File: src/cpfv_pkg.sv
package cpfv_pkg;

    localparam int unsigned CPF_LENGTH = 14;
    localparam int unsigned POS_W      = 4;
    localparam int unsigned Q_DEPTH    = 4;
    localparam int unsigned Q_AW       = 2;

    localparam logic [POS_W-1:0] POS_LAST   = POS_W'(CPF_LENGTH - 1);
    localparam logic [POS_W-1:0] POS_SAT    = 4'd15;
    localparam logic [POS_W-1:0] POS_DOT_A  = 4'd3;
    localparam logic [POS_W-1:0] POS_DOT_B  = 4'd7;
    localparam logic [POS_W-1:0] POS_HYPHEN = 4'd11;

    localparam logic [7:0] CH_DOT    = 8'h2E;
    localparam logic [7:0] CH_HYPHEN = 8'h2D;
    localparam logic [7:0] CH_ZERO   = 8'h30;
    localparam logic [7:0] CH_NINE   = 8'h39;

    localparam logic [3:0] MOD_VAL     = 4'd11;
    localparam logic [3:0] DIGIT_TOTAL = 4'd11;
    localparam logic [3:0] IDX_FIRST   = 4'd8;
    localparam logic [3:0] IDX_SECOND  = 4'd9;

    localparam logic [1:0] ERR_OK     = 2'd0;
    localparam logic [1:0] ERR_FORMAT = 2'd1;
    localparam logic [1:0] ERR_CHECK  = 2'd2;

    typedef struct packed {
        logic [7:0] character;
        logic       final_char;
    } t_in_word;

    typedef struct packed {
        logic       valid_res;
        logic [1:0] error_code;
    } t_out_word;

    // classified character, as handed from front to back
    typedef struct packed {
        logic       last;
        logic       ok_char;
        logic       digit_ok;
        logic       end_ok;
        logic [3:0] dval;
    } t_cls_word;

    typedef struct packed {
        logic full;
        logic empty;
    } t_q_status;

    // a + b mod 11, both operands at most 10
    function automatic logic [3:0] mod11_add(input logic [3:0] a, input logic [3:0] b);
        logic [4:0] s;
        s = {1'b0, a} + {1'b0, b};
        if (s >= {1'b0, MOD_VAL}) begin
            s = s - {1'b0, MOD_VAL};
        end
        return s[3:0];
    endfunction

    // (10 * sum) mod 11 from r = sum mod 11; a remainder of 10 reads as 0
    function automatic logic [3:0] check_value(input logic [3:0] r);
        logic [3:0] v;
        if (r <= 4'd1) begin
            v = 4'd0;
        end else begin
            v = MOD_VAL - r;
        end
        return v;
    endfunction

endpackage

File: src/cpf_number_validator_top.sv
// CPF number validator.
// Input channel: one ASCII character of the text NNN.NNN.NNN-NN per word, with
// final_char set on the last one. A word is taken at a clock edge where
// i_in_valid is high and o_in_stall is low.
// Output channel: one word per string, on its final character: valid_res and
// error_code (0 ok, 1 bad format or length, 2 bad check digits). A word is
// taken where o_out_valid is high and i_out_stall is low.
// Throughput: one character per cycle while not stalled, strings back to back.
// Path: the final character is written into the four-entry queue, then passes
// through the checker into the output register.
// When the receiver stalls, the result holds in the output register; the
// checker keeps draining characters of the next string until it meets its
// final one, then the queue fills and o_in_stall rises.
// Reset (i_rst_n low, synchronous) empties the queue, drops any pending result
// and clears the position counter and the running sums.
module cpf_number_validator_top (
    input  logic                i_clk,
    input  logic                i_rst_n,
    input  logic                i_in_valid,
    input  cpfv_pkg::t_in_word  i_in_word,
    output logic                o_in_stall,
    output logic                o_out_valid,
    output cpfv_pkg::t_out_word o_out_word,
    input  logic                i_out_stall
);
    import cpfv_pkg::*;

    logic      push;
    logic      pop;
    t_cls_word front_cls;
    t_cls_word head_cls;
    t_q_status q_status;

    assign o_in_stall = q_status.full;
    assign push       = i_in_valid && !q_status.full;

    cpfv_front u_front (
        .i_clk   (i_clk),
        .i_rst_n (i_rst_n),
        .i_push  (push),
        .i_word  (i_in_word),
        .o_cls   (front_cls)
    );

    cpfv_queue u_queue (
        .i_clk    (i_clk),
        .i_rst_n  (i_rst_n),
        .i_push   (push),
        .i_word   (front_cls),
        .i_pop    (pop),
        .o_word   (head_cls),
        .o_status (q_status)
    );

    cpfv_back u_back (
        .i_clk       (i_clk),
        .i_rst_n     (i_rst_n),
        .i_valid     (!q_status.empty),
        .i_cls       (head_cls),
        .o_pop       (pop),
        .o_out_valid (o_out_valid),
        .o_out_word  (o_out_word),
        .i_out_stall (i_out_stall)
    );

    a_res_consistent: assert property (@(posedge i_clk) disable iff (!i_rst_n)
        o_out_valid |-> (o_out_word.valid_res == (o_out_word.error_code == ERR_OK)) &&
                        (o_out_word.error_code != 2'd3))
        else $error("result flag disagrees with error code");

    a_queue_sane: assert property (@(posedge i_clk) disable iff (!i_rst_n)
        !(q_status.full && q_status.empty))
        else $error("queue reports full and empty");

    a_reset_clears: assert property (@(posedge i_clk)
        !i_rst_n |=> !o_out_valid && !q_status.full)
        else $error("reset left a result or a full queue");

endmodule

File: src/cpfv_front.sv
module cpfv_front (
    input  logic               i_clk,
    input  logic               i_rst_n,
    input  logic               i_push,
    input  cpfv_pkg::t_in_word i_word,
    output cpfv_pkg::t_cls_word o_cls
);
    import cpfv_pkg::*;

    logic [POS_W-1:0] r_pos;
    logic [POS_W-1:0] n_pos;
    logic             is_digit;

    assign is_digit = (i_word.character >= CH_ZERO) && (i_word.character <= CH_NINE);

    always_comb begin
        o_cls.last     = i_word.final_char;
        o_cls.end_ok   = (r_pos == POS_LAST);
        o_cls.digit_ok = 1'b0;
        o_cls.dval     = 4'd0;
        if (r_pos >= POS_W'(CPF_LENGTH)) begin
            o_cls.ok_char = 1'b0;
        end else if (r_pos == POS_DOT_A || r_pos == POS_DOT_B) begin
            o_cls.ok_char = (i_word.character == CH_DOT);
        end else if (r_pos == POS_HYPHEN) begin
            o_cls.ok_char = (i_word.character == CH_HYPHEN);
        end else begin
            o_cls.ok_char  = is_digit;
            o_cls.digit_ok = is_digit;
            if (is_digit) begin
                o_cls.dval = i_word.character[3:0];
            end
        end
    end

    always_comb begin
        n_pos = r_pos;
        if (i_push) begin
            if (i_word.final_char) begin
                n_pos = '0;
            end else if (r_pos != POS_SAT) begin
                n_pos = r_pos + 1'b1;
            end
        end
    end

    always_ff @(posedge i_clk) begin
        if (!i_rst_n) begin
            r_pos <= '0;
        end else begin
            r_pos <= n_pos;
        end
    end

endmodule

File: src/cpfv_queue.sv
module cpfv_queue (
    input  logic                i_clk,
    input  logic                i_rst_n,
    input  logic                i_push,
    input  cpfv_pkg::t_cls_word i_word,
    input  logic                i_pop,
    output cpfv_pkg::t_cls_word o_word,
    output cpfv_pkg::t_q_status o_status
);
    import cpfv_pkg::*;

    t_cls_word       r_mem [Q_DEPTH];
    logic [Q_AW-1:0] r_wr_ptr;
    logic [Q_AW-1:0] r_rd_ptr;
    logic [Q_AW:0]   r_count;

    assign o_word          = r_mem[r_rd_ptr];
    assign o_status.full   = (r_count == (Q_AW+1)'(Q_DEPTH));
    assign o_status.empty  = (r_count == '0);

    always_ff @(posedge i_clk) begin
        if (i_push) begin
            r_mem[r_wr_ptr] <= i_word;
        end
    end

    always_ff @(posedge i_clk) begin
        if (!i_rst_n) begin
            r_wr_ptr <= '0;
            r_rd_ptr <= '0;
            r_count  <= '0;
        end else begin
            if (i_push) begin
                r_wr_ptr <= r_wr_ptr + 1'b1;
            end
            if (i_pop) begin
                r_rd_ptr <= r_rd_ptr + 1'b1;
            end
            case ({i_push, i_pop})
                2'b10:   r_count <= r_count + 1'b1;
                2'b01:   r_count <= r_count - 1'b1;
                default: r_count <= r_count;
            endcase
        end
    end

endmodule

File: src/cpfv_back.sv
module cpfv_back (
    input  logic                i_clk,
    input  logic                i_rst_n,
    input  logic                i_valid,
    input  cpfv_pkg::t_cls_word i_cls,
    output logic                o_pop,
    output logic                o_out_valid,
    output cpfv_pkg::t_out_word o_out_word,
    input  logic                i_out_stall
);
    import cpfv_pkg::*;

    // Weighted sums are kept mod 11 as a running prefix p and a sum of prefixes t;
    // t + p then carries weights from the digit count plus one down to 2.
    logic       r_fmt;
    logic [3:0] r_dcnt;
    logic [3:0] r_p;
    logic [3:0] r_t;
    logic [3:0] r_first_res;
    logic [3:0] r_second_res;
    logic [3:0] r_cd1;
    logic       r_out_valid;
    t_out_word  r_out_word;

    logic       out_free;
    logic [3:0] p_next;
    logic [3:0] t_next;
    logic [3:0] tp_next;
    logic [1:0] err;

    assign out_free = !r_out_valid || !i_out_stall;
    assign o_pop    = i_valid && (out_free || !i_cls.last);

    assign p_next  = mod11_add(r_p, i_cls.dval);
    assign t_next  = mod11_add(r_t, p_next);
    assign tp_next = mod11_add(t_next, p_next);

    always_comb begin
        if (!(r_fmt && i_cls.ok_char && i_cls.end_ok)) begin
            err = ERR_FORMAT;
        end else if (check_value(r_first_res) != r_cd1 ||
                     check_value(r_second_res) != i_cls.dval) begin
            err = ERR_CHECK;
        end else begin
            err = ERR_OK;
        end
    end

    always_ff @(posedge i_clk) begin
        if (!i_rst_n) begin
            r_fmt        <= 1'b1;
            r_dcnt       <= '0;
            r_p          <= '0;
            r_t          <= '0;
            r_first_res  <= '0;
            r_second_res <= '0;
            r_cd1        <= '0;
        end else if (o_pop) begin
            if (i_cls.last) begin
                r_fmt        <= 1'b1;
                r_dcnt       <= '0;
                r_p          <= '0;
                r_t          <= '0;
                r_first_res  <= '0;
                r_second_res <= '0;
                r_cd1        <= '0;
            end else begin
                if (!i_cls.ok_char) begin
                    r_fmt <= 1'b0;
                end
                if (i_cls.digit_ok && r_dcnt < DIGIT_TOTAL) begin
                    r_p    <= p_next;
                    r_t    <= t_next;
                    r_dcnt <= r_dcnt + 1'b1;
                    if (r_dcnt == IDX_FIRST) begin
                        r_first_res <= tp_next;
                    end
                    if (r_dcnt == IDX_SECOND) begin
                        r_second_res <= tp_next;
                        r_cd1        <= i_cls.dval;
                    end
                end
            end
        end
    end

    always_ff @(posedge i_clk) begin
        if (!i_rst_n) begin
            r_out_valid <= 1'b0;
        end else if (o_pop && i_cls.last) begin
            r_out_valid <= 1'b1;
        end else if (!i_out_stall) begin
            r_out_valid <= 1'b0;
        end
    end

    always_ff @(posedge i_clk) begin
        if (o_pop && i_cls.last) begin
            r_out_word.valid_res  <= (err == ERR_OK);
            r_out_word.error_code <= err;
        end
    end

    assign o_out_valid = r_out_valid;
    assign o_out_word  = r_out_word;

endmodule
File: config.mk
export PLATFORM = sky130hd
export DESIGN_NAME = cpf_number_validator_top
export DESIGN_NICKNAME = d
export VERILOG_FILES = /design/src/cpfv_pkg.sv /design/src/cpf_number_validator_top.sv /design/src/cpfv_front.sv /design/src/cpfv_queue.sv /design/src/cpfv_back.sv
export SDC_FILE = /design/constraint.sdc
export NUM_CORES = 1
export LEC_CHECK = 0
export BUFFER_PORTS_ARGS = -buffer_cell sky130_fd_sc_hd__buf_2
export CORE_UTILIZATION = 53
export DETAILED_ROUTE_END_ITERATION = 12
export PLACE_DENSITY = 0.81
export SLEW_MARGIN = 10
export SYNTH_ARGS = -nofsm -noshare
export SYNTH_HDL_FRONTEND = slang
export SYNTH_SLANG_ARGS = --single-unit
File: constraint.sdc
create_clock -name i_clk -period 6 [get_ports i_clk]
set_input_delay 0 -clock i_clk [delete_from_list [all_inputs] [get_ports i_clk]]
set_output_delay 0 -clock i_clk [all_outputs]
set_load 0.05 [all_outputs]
==> results of run 1 <==
==> kinds of logic after synthesis <==
kind of cell	after synthesis	share of synthesized area (%)
multiplexers	14	6.24
adder cells (fa/ha/maj)	32	10.5
XOR/XNOR	19	4.07
flip-flops	74	44.8
AND/OR/NAND/NOR	127	16.7
buffers and inverters	38	4.40
AO/OA/AOI/OAI	79	13.3
==> final timing paths <==
| path | startpoint | to | slack (ns) |
|---|---|---|---|
| max | u_queue.r_mem[0][0] | u_back.r_first_res[1] | 0.14 |
| min | i_in_word[4] | u_queue.r_mem[2][3] | 0.03 |
| max reg2reg | u_queue.r_mem[0][0] | u_back.r_first_res[1] | 0.14 |
| min reg2reg | u_back.r_second_res[2] | u_back.r_second_res[2] | 0.49 |
==> synthesized netlist by cell type (all sizes together) (12+ instances only) <==
| library cell | n |
|---|---|
| nand3 | 15 |
| nor2 | 20 |
| and2 | 17 |
| xor2 | 12 |
| edfxtp | 35 |
| dfxtp | 39 |
| nor2b | 17 |
| o21ai | 16 |
| inv | 26 |
| ha | 28 |
| nand2 | 28 |
| a21oi | 12 |
==> state kept, by name, indices dropped and copies added (netlist names), 4 cells and up, named ones only <==
register,cells
u_back.r_cd1,4
u_back.r_dcnt,4
u_back.r_first_res,4
u_back.r_p,4
u_back.r_second_res,4
u_back.r_t,4
u_front.r_pos,4
u_queue.r_mem,32
==> worst reg2reg max path, stage by stage, from the launching register on <==
cell and delay, ns:
edfxtp_1 0.39, mux4_2 0.53, ha_4 0.20, fa_2 0.50
ha_4 0.20, nor3_2 0.16, nor2_1 0.06, o21ai_1 0.20
and2_4 0.20, ha_4 0.13, inv_1 0.05, fa_1 0.60
inv_2 0.08, ha_4 0.18, nor2_4 0.10, nor2_1 0.07
or3_1 0.37, and2_4 0.18, ha_4 0.16, fa_2 0.58
ha_2 0.28, o211a_1 0.22, o31ai_1 0.07, o21a_1 0.18
mux2i_1 0.07
==> what timing repair did <==
| item | CTS | global route |
|---|---|---|
| setup buffers | 2 | 6 |
| resized for setup | 6 | 31 |
| hold buffers | 2 | 0 |
| pin swaps | 3 | 15 |
| hold endpoints to repair | 5 | 0 |
| endpoints found under the setup margin | 8 | 8 |
==> through the flow <==
stage,area (sq um),utilization [%],worst slack (ns),hold WS [ns],std cells
final,4740,64.4,0.137,0.0317,525
after global routing,4740,64.4,-0.0668,0.0469,525
after CTS,4550,61.8,0.0110,0.0250,519
after detailed placement,4310,58.4,-0.110,0.256,499
after global placement,4310,58.4,0.0488,0.248,499
after floorplan,4090,-,0.0662,0.0989,383
==> per-layer routing <==
layer | vias to the layer above | global-route usage [%] | part of all wire (%)
met1 | 1474 | 23.6 | 40
met5 | - | 0 | 0
met3 | 15 | 5.08 | 3.9
met4 | 0 | 9.95 | 1.7
li1 | 1454 | - | -
met2 | 54 | 38.8 | 55
==> final cells by class <==
type | count | area (sq um) | share of cell area, %
Tap cell | 99 | 124 | 2.61
Multi-Input combinational cell | 271 | 2240 | 47.2
Clock buffer | 9 | 124 | 2.61
Sequential cell | 74 | 1830 | 38.6
Clock inverter | 7 | 68.8 | 1.45
Timing Repair Buffer | 39 | 259 | 5.46
Inverter | 26 | 97.6 | 2.06
==> cells in the final DEF, fill, tap and decap left out, types with 7 or more instances in the layout <==
master,netlist,layout
dfxtp_1,39,38
edfxtp_1,35,35
nand2_1,28,28
inv_1,25,24
ha_1,28,21
buf_4,0,19
nor2_1,19,17
buf_2,0,17
nor2b_1,16,16
o21ai_0,16,14
and2_1,16,14
nand3_1,14,14
a21oi_1,12,9
clkbuf_8,0,9
xor2_1,12,8
a21o_1,8,7
xnor2_1,7,7
==> key figures, run 1 <==
Global routing
  • Tot GR Track Use: 21.4%
  • Vias in the first global route: 2990
  • Pin count of the biggest net entering global routing: 40
  • Initial antenna violation count: 0
  • Remaining global-route overflow: 0
  • Wire length of the first global-routing pass: 13600 um

Worst hold path
  • Hold Crit Depth: 2
  • HP Class: in2reg

Timing
  • Final Cycle Share: 97.7%
  • Max-slew violations: 0
  • Worst Skew: 0.00784 ns
  • Fin. Hold Viols: 0
  • Achievable Freq: 171 MHz
  • Rel. slew slack: about 59%
  • Crit path time final: between 5 and 6 ns
  • Total negative slack: 0 ns
  • # setup viols final: 0
  • Worst slew pin tran: 0.608 ns

Drt
  • Drt total wl: 8460 um
  • DRT iter0 DRCs: ~130
  • Avg Vias per Cell: 5.71
  • Drt first pass iters: 4
  • Total vias in the final route: 2997
  • Detailed-route wire length per cell: 16.1 um
  • Final ANT Viol Nets: 0
  • DRC: 0

Layout
  • FILL cells: 554
  • Share of layout cells above drive strength 1: 22.5%
  • Diode count: 0
  • Final Net Count: 466
  • Layout area overhead: 16.0%

Logic synthesis
  • Post-synth ARST share: 0%
  • Syn_area_per_cell: between 10 and 15 sq um
  • Mapped Cells: between 300 and 400
  • Post-synthesis sequential area ratio: around 45%
  • Area leader, netlist: edfxtp_1
  • Syn_nets: 428
  • Mapped Area: 4090 sq um
  • Post-synth cell types: 55
  • Top cell type's share of synthesized area: 25.7%
  • Area contributors post-synth: edfxtp_1 (26%), dfxtp_1 (19%), ha_1 (8.6%), mux4_1 (2.6%), nand2_1 (2.6%)
  • Flops & latches, synth: 74
  • Ys Warns: 0
  • Post-synth EDFFs: 35
  • Primary FF master, synth: dfxtp_1

Worst setup path
  • WP depth: 24
  • Startpoint types: register
  • Worst Path Buf+Inv: 2
  • Worst reg-to-reg path cell count: 24
  • Max stage delay cell, worst path: fa_1
  • CP endpoint kind: register
  • CP peak stage delay: 0.60 ns
  • CP cell instances: mux4_2, ha_4, fa_2, ha_4, nor3_2, nor2_1, o21ai_1, and2_4, ha_4, inv_1, fa_1, inv_2, ha_4, nor2_4, nor2_1, or3_1, and2_4, ha_4, fa_2, ha_2, o211a_1, o31ai_1, o21a_1, mux2i_1
  • Endpoint arrival time on the critical path: ~6 ns
  • Worst EP required: 6.24 ns
  • Most common cell on crit path: ha_4
  • Crit-path max FO: 4
  • Top delay family on crit path: adder cells
  • Path type of the worst setup path: reg2reg

Floorplan
  • Starting density of the core: a little under three fifths
  • Die Height: roughly 90 um
  • Num rows: 31
  • Core Box Area: 7370 sq um
  • Die footprint: 8070 sq um
  • Die X: 89.9 um
  • Top Ports: 18

Outcome
  • Status: finished, final reports clean

Clock tree
  • Root buf cell: clkbuf_8
  • Num CTS Buffers: 9
  • Worst-path clk slew: approximately 0.080 ns
  • CTS Buffer Depth: 2
  • H-Tree Depth: 3
  • CTS tree: done
  • Later-pin clock latency in the skew report: 0.36 ns
  • Clock sinks: between 70 and 80

Placed design
  • DP HPWL: 5990 um
  • GPL Wtd Cong: 0.828
  • # port buffers: 17

Run
  • Max Cap Viol: 0
Power of run 1 is not shown: default switching activity piles up to over one toggle a cycle in this logic, so the estimate is an artifact.
==> run 2: changes to the inputs <==
--- a/config.mk
+++ b/config.mk
@@ -8,7 +8,7 @@
 export BUFFER_PORTS_ARGS = -buffer_cell sky130_fd_sc_hd__buf_2
 export CORE_UTILIZATION = 53
 export DETAILED_ROUTE_END_ITERATION = 12
-export PLACE_DENSITY = 0.81
+export PLACE_DENSITY = 0.75
 export SLEW_MARGIN = 10
 export SYNTH_ARGS = -nofsm -noshare
 export SYNTH_HDL_FRONTEND = slang
==> key figures, run 2 (synthesis results as in run 1) <==
Timing
  • # setup viols final: 0
  • Worst Skew: 0.00937 ns
  • Hold_ws: 0.0210 ns
  • Rel. slew slack: 57.3%
  • Final Cycle Share: 96.7%
  • Max-slew violations: 0
  • Crit path time final: 5.80 ns
  • Worst slew pin tran: 0.641 ns
  • Fin. Hold Viols: 0
  • Achievable Freq: 172 MHz

Worst setup path
  • Crit-path max FO: 4
  • R2r endpoint: u_back.r_second_res[1]
  • CP endpoint kind: register
  • Worst reg-to-reg path cell count: 25
  • Flop-to-flop setup slack: around 0.2 ns
  • Startpoint types: register
  • Endpoint arrival time on the critical path: between 6 and 7 ns
  • Worst EP required: 6.24 ns
  • Setup crit end: u_back.r_second_res[1]
  • Path type of the worst setup path: reg2reg

Clock tree
  • H-Tree Depth: 3
  • Root buf cell: clkbuf_8
  • CTS Buffer Depth: 2
  • Clock sinks: 74
  • Worst-path clk slew: around 0.08 ns
  • CTS tree: done
  • Num CTS Buffers: 9
  • Later-pin clock latency in the skew report: 0.36 ns

Floorplan
  • Die footprint: 8070 sq um
  • Die Height: 89.9 um
  • Num rows: 31
  • Core Box Area: 7370 sq um
  • Top Ports: 18
  • Die X: 89.9 um
  • Starting density of the core: approximately 56%

Drt
  • Final ANT Viol Nets: 0
  • Detailed-route wire length per cell: 15.7 um
  • Avg Vias per Cell: 5.71
  • DRC: 0
  • DRT iter0 DRCs: 84
  • Drt total wl: 8230 um
  • Drt first pass iters: 4
  • Total vias in the final route: 2986

Global routing
  • Vias in the first global route: 2956
  • Pin count of the biggest net entering global routing: 40
  • Remaining global-route overflow: 0
  • Initial antenna violation count: 0
  • Tot GR Track Use: 20.8%
  • Wire length of the first global-routing pass: 13200 um

Layout
  • Finished Layout Cells: 523
  • Largest register FFs: 32
  • Final Cell Area: 4700 sq um
  • Most frequent cells in the layout: dfxtp_1 (38), edfxtp_1 (35), nand2_1 (28)
  • Share of layout cells above drive strength 1: 21.9%
  • Diode count: 0
  • Layout area overhead: 15.0%
  • Most common cell after layout, fill and taps aside: dfxtp_1
  • Final Net Count: 464
  • Most flops, register: u_queue.r_mem
  • Fin util: 63.8%

Placed design
  • Inst Count DP: 500
  • DP HPWL: ~6000 um
  • GPL Wtd Cong: 0.855
  • DP Area: ~4300 sq um
  • # port buffers: 17

Outcome
  • Status: finished, final reports clean

Run
  • Max Cap Viol: 0

Worst hold path
  • HP Class: in2reg
## run 2: cell type report
cell class                      instances  area [sq um]
Inverter                               26          97.6
Clock inverter                          7          76.3
Fill cell                             601          2670
Sequential cell                        74          1830
Tap cell                               99           124
Clock buffer                            9           124
Timing Repair Buffer                   37           238
Multi-Input combinational cell        271          2210
## run 2: worst min-delay path by stage
| stage | from | end | slack [ns] | depth (start not counted) |
|---|---|---|---|---|
| after global placement | i_in_word[0] | u_queue.r_mem[2][7] | 0.26 | 1 |
| final | i_out_stall | u_back.o_out_valid | 0.02 | 3 |
| after detailed placement | i_in_word[0] | u_queue.r_mem[2][7] | 0.28 | 1 |
| after global routing | i_out_stall | u_back.o_out_valid | 0.002 | 3 |
| after CTS | i_out_stall | u_back.o_out_valid | 0.004 | 3 |
| after floorplan | i_in_word[0] | u_queue.r_mem[0][7] | 0.1 | 0 |
## run 2: what timing repair did
item | 4_1_cts | 5_1_grt
hold endpoints to repair | 4 | 0
pin swaps | 1 | 13
hold buffers | 1 | 0
cloned | 0 | 0
gates resized for setup | 5 | 26
buffers inserted | 0 | 6
endpoints found under the setup margin | 8 | 8
## run 2: metal layers
metal	global-route usage, %	up-vias	share of wire (%)
met1	23.2	1430	42
met5	0	-	0
met2	36.9	74	51
met4	7.93	0	3.1
met3	6.43	25	3.6
li1	-	1457	-
## run 2: per-stage QoR
step,TNS [ns],worst slack [ns]
2_1_floorplan,0,0.0662
3_3_place_gp,0,0.0476
3_5_place_dp,-0.464,-0.0817
4_1_cts,0,0.0149
5_1_grt,-0.215,-0.0671
6_report,0,0.198
## run 2: critical path, stage by stage (launching register included)
cell and delay (ns):
dfxtp_2 0.35, buf_4 0.13, mux4_2 0.58, ha_4 0.27, a21o_1 0.16, a21oi_2 0.21, xor2_2 0.23, nor2_1 0.08
o21ai_1 0.16, and2_1 0.17, ha_2 0.18, inv_1 0.06, fa_1 0.60, inv_2 0.08, ha_4 0.17, nor2_4 0.09
nor2_1 0.06, or3_1 0.32, and2_1 0.18, ha_2 0.19, fa_2 0.58, ha_2 0.28, o211a_1 0.22, o31ai_1 0.06
o21a_1 0.19, o21ai_0 0.07
Power of run 2 is left out for the same reason.
